## src/sv/dd_odo_pkg.sv

```systemverilog
`default_nettype none
package dd_odo_pkg;

    localparam int CORDIC_TABLE_LEN = 24;
    localparam int STEP_W           = 5;
    localparam int ANG_W            = 34;
    localparam int DIV_BITS         = 41;
    localparam int DIV_CNT_W        = 6;

    localparam logic signed [ANG_W-1:0] ANG_PI      = 34'sd843314857;
    localparam logic signed [ANG_W-1:0] ANG_HALF_PI = 34'sd421657428;
    localparam logic signed [ANG_W-1:0] ANG_TWO_PI  = 34'sd1686629713;
    localparam logic signed [ANG_W-1:0] GAIN_Q30    = 34'sd652032874;

    localparam logic signed [42:0] MAX32 = 43'sd2147483647;
    localparam logic signed [42:0] MIN32 = -43'sd2147483648;

    localparam logic [23:0] WHEEL_BASE_RESET = 24'd13107;

    typedef enum logic [1:0] {
        REG_TARGET_X   = 2'd0,
        REG_TARGET_Y   = 2'd1,
        REG_WHEEL_BASE = 2'd2,
        REG_UNUSED     = 2'd3
    } reg_index_t;

    function automatic logic signed [ANG_W-1:0] atan_q28(input logic [STEP_W-1:0] idx);
        logic signed [ANG_W-1:0] a;
        case (idx)
            5'd0:  a = 34'sd210828714;
            5'd1:  a = 34'sd124459457;
            5'd2:  a = 34'sd65760959;
            5'd3:  a = 34'sd33381290;
            5'd4:  a = 34'sd16755422;
            5'd5:  a = 34'sd8385879;
            5'd6:  a = 34'sd4193963;
            5'd7:  a = 34'sd2097109;
            5'd8:  a = 34'sd1048571;
            5'd9:  a = 34'sd524287;
            5'd10: a = 34'sd262144;
            5'd11: a = 34'sd131072;
            5'd12: a = 34'sd65536;
            5'd13: a = 34'sd32768;
            5'd14: a = 34'sd16384;
            5'd15: a = 34'sd8192;
            5'd16: a = 34'sd4096;
            5'd17: a = 34'sd2048;
            5'd18: a = 34'sd1024;
            5'd19: a = 34'sd512;
            5'd20: a = 34'sd256;
            5'd21: a = 34'sd128;
            5'd22: a = 34'sd64;
            5'd23: a = 34'sd32;
            default: a = '0;
        endcase
        return a;
    endfunction

    function automatic logic signed [31:0] sat32(input logic signed [42:0] v);
        logic signed [31:0] r;
        if (v > MAX32) begin
            r = 32'h7FFF_FFFF;
        end else if (v < MIN32) begin
            r = 32'h8000_0000;
        end else begin
            r = v[31:0];
        end
        return r;
    endfunction

endpackage
`default_nettype wire

```

## src/sv/dd_odo_cordic.sv

```systemverilog
`default_nettype none
module dd_odo_cordic
    import dd_odo_pkg::*;
#(
    parameter int ITERS = 16
) (
    input  wire                aclk,
    input  wire                aresetn,
    input  wire                start,
    input  wire signed [15:0]  yaw,
    output logic               busy,
    output logic signed [31:0] cos_out,
    output logic signed [31:0] sin_out
);

    localparam logic [STEP_W-1:0] LAST = STEP_W'(ITERS - 1);

    logic signed [ANG_W-1:0] x_reg, y_reg, z_reg;
    logic                    neg_reg;
    logic [STEP_W-1:0]       step_reg;
    logic                    busy_reg;

    logic signed [ANG_W-1:0] z_in, z_wrap, z_next;
    logic                    neg_next;
    logic signed [ANG_W-1:0] x_sh, y_sh, x_neg, y_neg;

    always_comb begin
        z_in = {{2{yaw[15]}}, yaw, 16'b0};
        if (z_in > ANG_PI) begin
            z_wrap = z_in - ANG_TWO_PI;
        end else if (z_in < -ANG_PI) begin
            z_wrap = z_in + ANG_TWO_PI;
        end else begin
            z_wrap = z_in;
        end
        neg_next = 1'b1;
        if (z_wrap > ANG_HALF_PI) begin
            z_next = z_wrap - ANG_PI;
        end else if (z_wrap < -ANG_HALF_PI) begin
            z_next = z_wrap + ANG_PI;
        end else begin
            z_next   = z_wrap;
            neg_next = 1'b0;
        end
        x_sh  = x_reg >>> step_reg;
        y_sh  = y_reg >>> step_reg;
        x_neg = -x_reg;
        y_neg = -y_reg;
    end

    always_ff @(posedge aclk) begin
        if (!aresetn) begin
            busy_reg <= 1'b0;
            step_reg <= '0;
        end else if (start) begin
            busy_reg <= 1'b1;
            step_reg <= '0;
            x_reg    <= GAIN_Q30;
            y_reg    <= '0;
            z_reg    <= z_next;
            neg_reg  <= neg_next;
        end else if (busy_reg) begin
            if (z_reg >= 0) begin
                x_reg <= x_reg - y_sh;
                y_reg <= y_reg + x_sh;
                z_reg <= z_reg - atan_q28(step_reg);
            end else begin
                x_reg <= x_reg + y_sh;
                y_reg <= y_reg - x_sh;
                z_reg <= z_reg + atan_q28(step_reg);
            end
            step_reg <= step_reg + 1'b1;
            if (step_reg == LAST) begin
                busy_reg <= 1'b0;
            end
        end
    end

    assign busy    = busy_reg;
    assign cos_out = neg_reg ? x_neg[31:0] : x_reg[31:0];
    assign sin_out = neg_reg ? y_neg[31:0] : y_reg[31:0];

endmodule
`default_nettype wire

```

## src/sv/dd_odo_div.sv

```systemverilog
`default_nettype none
module dd_odo_div
    import dd_odo_pkg::*;
(
    input  wire                aclk,
    input  wire                aresetn,
    input  wire                start,
    input  wire signed [24:0]  diff,
    input  wire [23:0]         divisor,
    output logic               busy,
    output logic signed [41:0] quotient
);

    localparam logic [DIV_CNT_W-1:0] LAST = DIV_CNT_W'(DIV_BITS - 1);

    logic [DIV_BITS-1:0]  num_reg, quot_reg;
    logic [23:0]          rem_reg, den_reg;
    logic                 neg_reg, zero_reg, busy_reg;
    logic [DIV_CNT_W-1:0] cnt_reg;

    logic [24:0]          mag;
    logic [24:0]          trial;
    logic                 fits;
    logic [24:0]          trial_sub;
    logic signed [41:0]   q_pos;

    always_comb begin
        mag       = diff[24] ? 25'(-diff) : 25'(diff);
        trial     = {rem_reg, num_reg[DIV_BITS-1]};
        fits      = trial >= {1'b0, den_reg};
        trial_sub = trial - {1'b0, den_reg};
        q_pos     = {1'b0, quot_reg};
    end

    always_ff @(posedge aclk) begin
        if (!aresetn) begin
            busy_reg <= 1'b0;
            cnt_reg  <= '0;
        end else if (start) begin
            busy_reg <= 1'b1;
            cnt_reg  <= '0;
            num_reg  <= {mag, 16'b0};
            quot_reg <= '0;
            rem_reg  <= '0;
            den_reg  <= divisor;
            neg_reg  <= diff[24];
            zero_reg <= (divisor == '0);
        end else if (busy_reg) begin
            num_reg  <= {num_reg[DIV_BITS-2:0], 1'b0};
            quot_reg <= {quot_reg[DIV_BITS-2:0], fits};
            rem_reg  <= fits ? trial_sub[23:0] : trial[23:0];
            cnt_reg  <= cnt_reg + 1'b1;
            if (cnt_reg == LAST) begin
                busy_reg <= 1'b0;
            end
        end
    end

    assign busy     = busy_reg;
    assign quotient = zero_reg ? '0 : (neg_reg ? -q_pos : q_pos);

endmodule
`default_nettype wire

```

## src/sv/differential_drive_odometry.sv

```systemverilog
// Each accepted request runs the 41-step bit-serial divider alongside the CORDIC
// (min(CORDIC_STEPS, 24) steps), then S_MULX, S_MULY, S_ACC, S_OFS and S_PUSH, which
// waits while an earlier result is not taken. A new request is taken once the result is
// loaded into the output register, even while that result still waits.
// Reset: synchronous, active low; clears position, heading, distance, stored yaw and
// targets, and sets the wheel base to 13107.
`default_nettype none
module differential_drive_odometry
    import dd_odo_pkg::*;
#(
    parameter int CORDIC_STEPS = 16
) (
    input  wire          aclk,
    input  wire          aresetn,
    input  wire          s_tvalid,
    output logic         s_tready,
    input  wire  [63:0]  s_tdata,    // left_travel, right_travel, yaw_angle
    output logic         m_tvalid,
    input  wire          m_tready,
    output logic [191:0] m_tdata,    // pos_x, pos_y, offset_x, offset_y, wheel_heading,
                                     // distance_sum
    input  wire          cfg_valid,
    output logic         cfg_ready,
    input  wire  [1:0]   cfg_index,
    input  wire  [31:0]  cfg_data
);

    localparam int CORDIC_ITERS =
        (CORDIC_STEPS < CORDIC_TABLE_LEN) ? CORDIC_STEPS : CORDIC_TABLE_LEN;

    typedef enum logic [2:0] {
        S_IDLE, S_RUN, S_MULX, S_MULY, S_ACC, S_OFS, S_PUSH
    } state_t;

    state_t state_reg;

    logic signed [31:0]  target_x_reg, target_y_reg;
    logic [23:0]         wheel_base_reg;
    logic signed [31:0]  x_acc_reg, y_acc_reg, heading_acc_reg, travel_acc_reg;
    logic signed [15:0]  prior_yaw_reg;
    logic signed [23:0]  centre_reg;
    logic signed [55:0]  prod_reg;
    logic signed [25:0]  dx_reg;
    logic signed [41:0]  dth_reg;
    logic signed [31:0]  offset_x_reg, offset_y_reg;
    logic                m_tvalid_reg;
    logic [191:0]        m_tdata_reg;

    logic                accept;
    logic signed [23:0]  s_left, s_right;
    logic signed [15:0]  s_yaw;
    logic signed [24:0]  sum_lr, diff_lr;
    logic                cordic_busy, div_busy;
    logic signed [31:0]  cos_w, sin_w;
    logic signed [41:0]  quot_w;
    logic signed [55:0]  prod_next;
    logic signed [55:0]  rnd;
    logic signed [25:0]  dy_w;
    logic signed [42:0]  x_sum, y_sum, h_sum, t_sum, ox_dif, oy_dif;

    assign s_left   = s_tdata[23:0];
    assign s_right  = s_tdata[47:24];
    assign s_yaw    = s_tdata[63:48];
    assign sum_lr   = 25'(s_left) + 25'(s_right);
    assign diff_lr  = 25'(s_right) - 25'(s_left);
    assign s_tready = (state_reg == S_IDLE);
    assign accept   = s_tvalid && s_tready;
    assign cfg_ready = 1'b1;

    dd_odo_cordic #(
        .ITERS (CORDIC_ITERS)
    ) u_cordic (
        .aclk    (aclk),
        .aresetn (aresetn),
        .start   (accept),
        .yaw     (prior_yaw_reg),
        .busy    (cordic_busy),
        .cos_out (cos_w),
        .sin_out (sin_w)
    );

    dd_odo_div u_div (
        .aclk     (aclk),
        .aresetn  (aresetn),
        .start    (accept),
        .diff     (diff_lr),
        .divisor  (wheel_base_reg),
        .busy     (div_busy),
        .quotient (quot_w)
    );

    always_comb begin
        prod_next = centre_reg * ((state_reg == S_MULX) ? cos_w : sin_w);
        rnd       = prod_reg + 56'sd536870912;
        dy_w      = rnd[55:30];
        x_sum     = 43'(x_acc_reg) + 43'(dx_reg);
        y_sum     = 43'(y_acc_reg) + 43'(dy_w);
        h_sum     = 43'(heading_acc_reg) + 43'(dth_reg);
        t_sum     = 43'(travel_acc_reg) + 43'(centre_reg);
        ox_dif    = 43'(target_x_reg) - 43'(x_acc_reg);
        oy_dif    = 43'(target_y_reg) - 43'(y_acc_reg);
    end

    always_ff @(posedge aclk) begin
        if (!aresetn) begin
            state_reg       <= S_IDLE;
            m_tvalid_reg    <= 1'b0;
            target_x_reg    <= '0;
            target_y_reg    <= '0;
            wheel_base_reg  <= WHEEL_BASE_RESET;
            x_acc_reg       <= '0;
            y_acc_reg       <= '0;
            heading_acc_reg <= '0;
            travel_acc_reg  <= '0;
            prior_yaw_reg   <= '0;
        end else begin
            if (cfg_valid) begin
                case (cfg_index)
                    REG_TARGET_X:   target_x_reg   <= cfg_data;
                    REG_TARGET_Y:   target_y_reg   <= cfg_data;
                    REG_WHEEL_BASE: wheel_base_reg <= cfg_data[23:0];
                    default: ;
                endcase
            end
            if (m_tvalid_reg && m_tready && state_reg != S_PUSH) begin
                m_tvalid_reg <= 1'b0;
            end
            case (state_reg)
                S_IDLE: begin
                    if (accept) begin
                        centre_reg    <= sum_lr[24:1];
                        prior_yaw_reg <= s_yaw;
                        state_reg     <= S_RUN;
                    end
                end
                S_RUN: begin
                    if (!cordic_busy && !div_busy) begin
                        dth_reg   <= quot_w;
                        state_reg <= S_MULX;
                    end
                end
                S_MULX: begin
                    prod_reg  <= prod_next;
                    state_reg <= S_MULY;
                end
                S_MULY: begin
                    dx_reg    <= rnd[55:30];
                    prod_reg  <= prod_next;
                    state_reg <= S_ACC;
                end
                S_ACC: begin
                    x_acc_reg       <= sat32(x_sum);
                    y_acc_reg       <= sat32(y_sum);
                    heading_acc_reg <= sat32(h_sum);
                    travel_acc_reg  <= sat32(t_sum);
                    state_reg       <= S_OFS;
                end
                S_OFS: begin
                    offset_x_reg <= sat32(ox_dif);
                    offset_y_reg <= sat32(oy_dif);
                    state_reg    <= S_PUSH;
                end
                S_PUSH: begin
                    if (!m_tvalid_reg || m_tready) begin
                        m_tdata_reg  <= {travel_acc_reg, heading_acc_reg, offset_y_reg,
                                         offset_x_reg, y_acc_reg, x_acc_reg};
                        m_tvalid_reg <= 1'b1;
                        state_reg    <= S_IDLE;
                    end
                end
                default: state_reg <= S_IDLE;
            endcase
        end
    end

    assign m_tvalid = m_tvalid_reg;
    assign m_tdata  = m_tdata_reg;

`ifndef ASSERT_OFF
    a_units_idle: assert property (@(posedge aclk) disable iff (!aresetn)
        (state_reg == S_IDLE) |-> (!cordic_busy && !div_busy))
        else $error("arithmetic unit busy while idle");

    a_start_runs: assert property (@(posedge aclk) disable iff (!aresetn)
        accept |=> (state_reg == S_RUN && cordic_busy && div_busy))
        else $error("request did not start both units");

    a_zero_base: assert property (@(posedge aclk) disable iff (!aresetn)
        (state_reg == S_ACC && dth_reg == '0) |=> $stable(heading_acc_reg))
        else $error("heading moved with zero increment");

    a_push_valid: assert property (@(posedge aclk) disable iff (!aresetn)
        (state_reg == S_PUSH && (!m_tvalid_reg || m_tready)) |=> m_tvalid_reg)
        else $error("result not presented");
`endif

endmodule
`default_nettype wire
```

## config.mk

```make
export PLATFORM = sky130hd
export DESIGN_NAME = differential_drive_odometry
export DESIGN_NICKNAME = d
export VERILOG_FILES = /design/src/sv/dd_odo_pkg.sv /design/src/sv/dd_odo_cordic.sv /design/src/sv/dd_odo_div.sv /design/src/sv/differential_drive_odometry.sv
export SDC_FILE = /design/constraint.sdc
export NUM_CORES = 2
export LEC_CHECK = 0
export CAP_MARGIN = 5
export CORE_ASPECT_RATIO = 1.2
export CORE_MARGIN = 2
export CORE_UTILIZATION = 30
export DETAILED_ROUTE_END_ITERATION = 7
export DONT_BUFFER_PORTS = 1
export SETUP_SLACK_MARGIN = 0.1
export SYNTH_ARGS = -nofsm -noshare
export SYNTH_HDL_FRONTEND = slang
export SYNTH_HIERARCHICAL = 1
export SYNTH_SLANG_ARGS = --single-unit
```

## constraint.sdc

```tcl
create_clock -name aclk -period 18.3 [get_ports aclk]
set_clock_uncertainty 0.15 [all_clocks]
set_input_delay 0 -clock aclk [delete_from_list [all_inputs] [get_ports aclk]]
set_output_delay 0 -clock aclk [all_outputs]
set_load 0.05 [all_outputs]
```

---- After elaboration in Yosys (flattened, before gate mapping) ----
Memories as Yosys holds them, arrays and structs flattened. A register that Yosys moved wholly into a read port is not among the register bits.
Index checks and enable logic that the tools add are counted.
storage, ports and cells
  register bits after elaboration ......... 887
  ROM bits ................................ 1792
  bits of input ports ..................... 103
  output and inout bits ................... 195
  logic and storage cells ................. 185
  memories ................................ 2
operators by class
  add/subtract/negate cells ............... 26
  $mul .................................... 1
  magnitude comparators ................... 18
  eq/ne operators ......................... 14
  shift-type cells ........................ 2
  mux-type cells .......................... 57
  bitwise operators ....................... 2
  reduce and logical (&&, ||, !) cells .... 30
memory list
  name             words  bits a word  rd ports  clocked after Yosys merged registers in  wr ports  line              text
  (no name shown)  32     28           1         1                                        0         dd_odo_pkg.sv:29  case (idx)
  (no name shown)  32     28           1         1                                        0         dd_odo_pkg.sv:29
operators with widths
  cell                    number
  $mux 34                 19
  $mux 32                 12
  $gt 33x32->1 const B    5
  $lt 33x32->1 const B    5
  $mux 41                 4
  $add 34x34->34          3
  $sub 34x34->34          3
  $sshr 34x5->34          2
  $add 32x26->33          2
  $sub 32x32->33          2
  $neg 32->32             2
  $add 56x31->56 const B  1
  $mul 24x56->56          1
  $mux 56                 1
  $mux 24                 2
  $add 32x42->43          1
  $gt 43x32->1 const B    1
  $lt 43x32->1 const B    1
  $neg 41->42             1
  $add 34x31->34 const B  1
  $ge 34x1->1 const B     1
  $gt 34x30->1 const B    1
  $lt 34x30->1 const B    1
  $sub 34x31->34 const B  1
  38 further kinds        77

---- Depth between registers and ports, before layout ----
  depth after elaboration ................. 9
  mapped depth ............................ 39

---- Hierarchy ----
The synthesis kept the hierarchy.
modules (own cells, without submodules)
  module                       times used  cells an instance  area an instance (sq um)
  differential_drive_odometry  1           6249               59763.6
  dd_odo_cordic                1           2160               18545.3
  dd_odo_div                   1           781                7734.9

---- Worst setup path before layout ----
OpenSTA, ideal clock, no wires.
  path type ............................... input to register
  start point ............................. input aresetn
  end point ............................... register m_tdata_reg[0], in the netlist m_tdata[0] (enable)
  library setup time ...................... 1.214 ns
  data arrival time ....................... 18.769 ns
  data required time ...................... 16.936 ns
  setup slack ............................. -1.833 ns
  stages on the path ...................... 4
  buffers on the path ..................... 2
  cells stage by stage .................... clkbuf_1 > inv_2 > clkbuf_1 > nor4_1
on the way
  cells in the longest elaborated chain, start to end .. 1
RTL lines
  what                        line                                text
  start, declared             differential_drive_odometry.sv:14   input wire aresetn,
  $reduce_and 3->1 (no line)  n/a
  end signal, assigned        differential_drive_odometry.sv:165  m_tdata_reg <= {travel_acc_reg, heading_acc_reg, offset_y_reg,
  end, declared               differential_drive_odometry.sv:47   logic [191:0] m_tdata_reg;
No other way between the ends.
A chain may end at the register's enable or synchronous reset.

---- Worst setup path in the final report ----
  start point ............................. register u_cordic.y_reg[5]
  end point ............................... register prod_reg[55], data pin
on the way
  cells in the longest elaborated chain, start to end .. 4
RTL lines
  what                     line                                text
  start, declared          dd_odo_cordic.sv:18                 logic signed [ANG_W-1:0] x_reg, y_reg, z_reg;
  start signal, assigned   dd_odo_cordic.sv:65                 y_reg <= y_reg + x_sh;
  start signal, assigned   dd_odo_cordic.sv:69                 y_reg <= y_reg - x_sh;
  $neg 32->32              dd_odo_cordic.sv:48                 y_neg = -y_reg;
  $mux 32                  dd_odo_cordic.sv:81                 assign sin_out = neg_reg ? y_neg[31:0] : y_reg[31:0];
  named net sin_w[28]      differential_drive_odometry.sv:54   logic signed [31:0] cos_w, sin_w;
  $mux 56                  differential_drive_odometry.sv:93   prod_next = centre_reg * ((state_reg == S_MULX) ? cos_w : sin_w);
  $mul 24x56->56           differential_drive_odometry.sv:93
  named net prod_next[55]  differential_drive_odometry.sv:56   logic signed [55:0] prod_next;
  end signal, assigned     differential_drive_odometry.sv:143  prod_reg <= prod_next;
  end signal, assigned     differential_drive_odometry.sv:148  prod_reg <= prod_next;
  end, declared            differential_drive_odometry.sv:42   logic signed [55:0] prod_reg;
The timed path passes the listed nets, and every way through them passes these cells.

==> results.rst <==
.. list-table::
   :header-rows: 1

   * - Metric
     - Value
   * - Most used cell along the critical path
     - fa_1
   * - Req. time, crit path
     - 18.61 ns
   * - Result of the run
     - finished with violations
   * - Crit path buf inv count
     - 5
   * - Clock slew at the register clock pins of the worst setup and hold paths
     - approximately 0.07 ns
   * - Met3 global-route usage
     - 1.95%
   * - Number of instances in the synthesized netlist
     - 9190
   * - Cell with the largest stage delay on the worst path
     - fa_1
   * - Number of detailed-routing iterations run before antenna repair
     - 8
   * - Count of flip-flops with a built-in enable after synthesis
     - 594
   * - Unrepaired setup endpoints after global routing
     - no
   * - Sequential element share of the synthesized area
     - 27.2%
   * - Largest register FFs
     - 192
   * - Most repeated cell in the gate-level netlist after synthesis
     - inv_1
   * - Proportion of synthesized flip-flops having asynchronous set or reset
     - 0%
   * - Biggest area contributors in the synthesized netlist
     - edfxtp_1 (21%), fa_1 (18%), ha_1 (7.9%)
   * - Wire length of the first global-routing pass
     - 386000 um
   * - Transition at the pin with the smallest max-transition slack
     - 1.10 ns
   * - Largest net degree at the start of global routing
     - 117
   * - Final hold violation count
     - 0
   * - Number of nets still failing antenna checks after routing
     - 0
   * - Fraction of final layout cells with drive strength greater than 1
     - 6.08%
   * - Biggest fanout along the worst timing path
     - 24
   * - Most common library cells after synthesis
     - inv_1 (1119), nand2_1 (1005), fa_1 (794)
   * - Hold Path Stages
     - 3
   * - Most used flip-flop cell after synthesis
     - edfxtp_1
   * - Setup Buffers After CTS
     - 0
   * - Arrival time reported for the critical path endpoint
     - around 12 ns
   * - Net total in the final layout
     - between 10000 and 15000
   * - Average size of a mapped cell
     - approximately 9.4 um^2
   * - Startpoint of the most critical register-to-register path
     - u_cordic/y_reg[5]
   * - Final setup violating endpoints
     - 0
   * - Synthesis warning total
     - 6
   * - Vertical die dimension
     - a little under 600 um
   * - Clock latency reported for the late side of the worst-skew pair
     - 0.74 ns
   * - Worst hold-check path type
     - input port to flop
   * - Min-delay src
     - cfg_data[21]
   * - Max transition margin
     - 26.4%
   * - Clock period minus final worst setup slack
     - 11.53 ns
   * - Total number of clock tree sinks
     - ~870
   * - Total number of vias
     - 66600
   * - Layout-stage area growth over the synthesis result
     - 11.3%
   * - Clock tree from TritonCTS
     - built
   * - Proportion of netlist area held by the largest area contributor
     - 20.7%
   * - Chip width
     - 493 um
   * - Worst Hold Path EP
     - target_x_reg[21]
   * - Overall routing resource usage
     - 16.7%
   * - Syn Nets
     - 10600
   * - Global Route met1 Usage
     - 20.6%
   * - Detailed router's first-iteration violation count
     - around 4800
   * - Max Root-Sink Buffers
     - 3
   * - HPWL reported at the end of detailed placement
     - 181000 um
   * - Total die area
     - 291000 um^2
   * - Max-slew violations
     - 0
   * - Count of input and output buffers
     - 0
   * - Floorplan row count
     - 215
   * - Failing checks
     - DRC
   * - Number of antenna violations at the first check in global routing
     - 10
   * - Met2 GRT Util
     - between 20% and 30%
   * - Setup slack of the most critical reg-to-reg path
     - 6.77 ns
   * - Worst setup path category
     - flop to flop
   * - Core region area
     - 286000 um^2
   * - Top cell family by delay on the critical path
     - adder cells
   * - Global route total overflow
     - 0
   * - Fillers
     - 29200
   * - CP max stage delay
     - 0.54 ns
   * - F_max
     - approximately 87 MHz
   * - Capturing point of the worst reg2reg path
     - prod_reg[55]
   * - Endpoint kind of the worst setup timing path
     - flop
   * - Routed WL per cell
     - between 15 and 20 um
   * - Most utilized layer in the global route result
     - met2
   * - Flip-flop and latch count after synthesis
     - 871
   * - Combined area of all synthesized cells
     - 86000 um^2
   * - Number of ports placed on the die boundary
     - just under 300
   * - Setup crit start kind
     - flop
   * - Root buffer cell
     - clkbuf_16
   * - Post-cts resize count
     - 0
   * - TNS Setup
     - 0 ns
   * - Worst reg-to-reg path cell count
     - 37
   * - Max-cap check violation count
     - 0
   * - Count of unique library cells instantiated by Yosys
     - approximately 110
   * - Number of buffers added by the clock tree synthesis step
     - 94
   * - Largest area contributor in the synthesized netlist
     - edfxtp_1
   * - Total number of H-tree levels
     - 3
   * - Initial core utilization
     - 30.1%
   * - Number of remaining DRC errors
     - 44
   * - Number of global-route vias before repair
     - 67100
   * - Total length of routed wires
     - 248000 um
   * - Routed via count divided by cell count
     - 5.09
   * - Fraction of the cycle the final worst path needs
     - 63.0%
   * - Weighted congestion reported at the end of routability-driven placement
     - 0.905
[metal layers]
metal,part of all wire [%],routed length (um)
met2,49,121000
met5,0.0056,14
met4,4.3,10700
met3,5.4,13400
met1,41,102000
[worst reg2reg max path, delay by kind of cell (launching register included)]
| kind | cells | cell delay, ns |
|---|---|---|
| AOI/OAI and AO/OA | 11 | 2.79 |
| xor gates and xnor gates | 2 | 0.21 |
| adders and majority gates | 8 | 3.84 |
| buffers and inverters | 5 | 0.38 |
| DFF | 1 | 0.50 |
| muxes | 1 | 0.48 |
| and+or+nand+nor | 10 | 2.87 |
[timing repair]
item | in CTS | in global routing
setup endpoints to repair | 0 | 0
hold buffers | 268 | 0
hold endpoints to repair | 444 | 0
[placed cells by master (no fill, tap or decap), drive strengths merged, types with 19 or more instances in the layout]
cell / netlist / routed
nor4: 30 / 30
mux4: 98 / 98
clkbuf: 370 / 110
mux2: 74 / 74
o21a: 65 / 65
a21oi: 656 / 656
nand3: 102 / 102
fa: 794 / 794
a21boi: 19 / 19
xnor2: 361 / 361
or2: 36 / 36
o21ai: 514 / 514
maj3: 55 / 55
nor2b: 99 / 99
and3: 54 / 54
mux2i: 51 / 51
dlygate4sd3: 0 / 267
a211oi: 53 / 53
xor2: 230 / 230
nand2: 1015 / 1015
nand4: 44 / 44
and2: 384 / 384
dfxtp: 277 / 277
nor2: 464 / 464
o211ai: 44 / 44
edfxtp: 594 / 594
nor3: 123 / 123
a31oi: 83 / 83
ha: 543 / 543
clkinv: 7 / 42
o41ai: 33 / 33
or3: 66 / 66
inv: 1122 / 1139
buf: 62 / 84
a21o: 180 / 180
o21bai: 59 / 59
o31ai: 83 / 83
nand2b: 73 / 73
or4: 34 / 34
[logic make-up (layout without fill, tap and decap cells)]
kind of cell,Yosys count,count (layout),share of synthesized area (%)
compound gates,1968,1968,14.2
xor+xnor,591,591,6.02
flops,871,871,27.2
fa+ha+maj,1392,1392,27.0
simple gates,2583,2583,14.5
buf+inv,1561,1654,6.97
other cells,1,6,0.00436
mux,223,223,4.15
[worst max-delay path by stage]
stage | to | slack, ns | start | depth (start not counted)
5_1_grt | prod_reg[55] | 6.01 | u_cordic/y_reg[4] | 35
6_report | prod_reg[55] | 6.77 | u_cordic/y_reg[5] | 37
4_1_cts | prod_reg[55] | 6.77 | u_cordic/y_reg[4] | 37
2_1_floorplan | m_tdata[0] | 6.24 | state_reg[1] | 3
3_3_place_gp | prod_reg[55] | 6.73 | u_cordic/y_reg[4] | 37
3_5_place_dp | prod_reg[55] | 6.81 | u_cordic/y_reg[4] | 37
[layout make-up]
class	instances	area, um^2	share of cell area [%]
diodes	5	12.5	0.0131
clock buffers	110	2580	2.69
clock inverters	64	664	0.694
inverters	1129	4250	4.44
multi-input cells	6758	56800	59.3
flip-flops and latches	871	23400	24.4
well taps	3797	4750	4.96
repair buffers	351	3320	3.47
[through the flow]
step	cell area (um^2)	std cells	hold WS, ns	utilization, %	setup slack, ns
after detailed placement	89800	12600	-0.00927	31.4	6.81
after global routing	95800	13100	0.0289	33.5	6.01
after global placement	89800	12600	-0.0189	31.4	6.73
after CTS	95800	13100	0.00150	33.5	6.77
after floorplan	86100	9190	-0.0260	-	6.24
final	95800	13100	0.0672	33.5	6.77
Power is left out: the tool's default activity adds up to more than one toggle a clock period on the data nets, which glitch-free logic cannot reach.
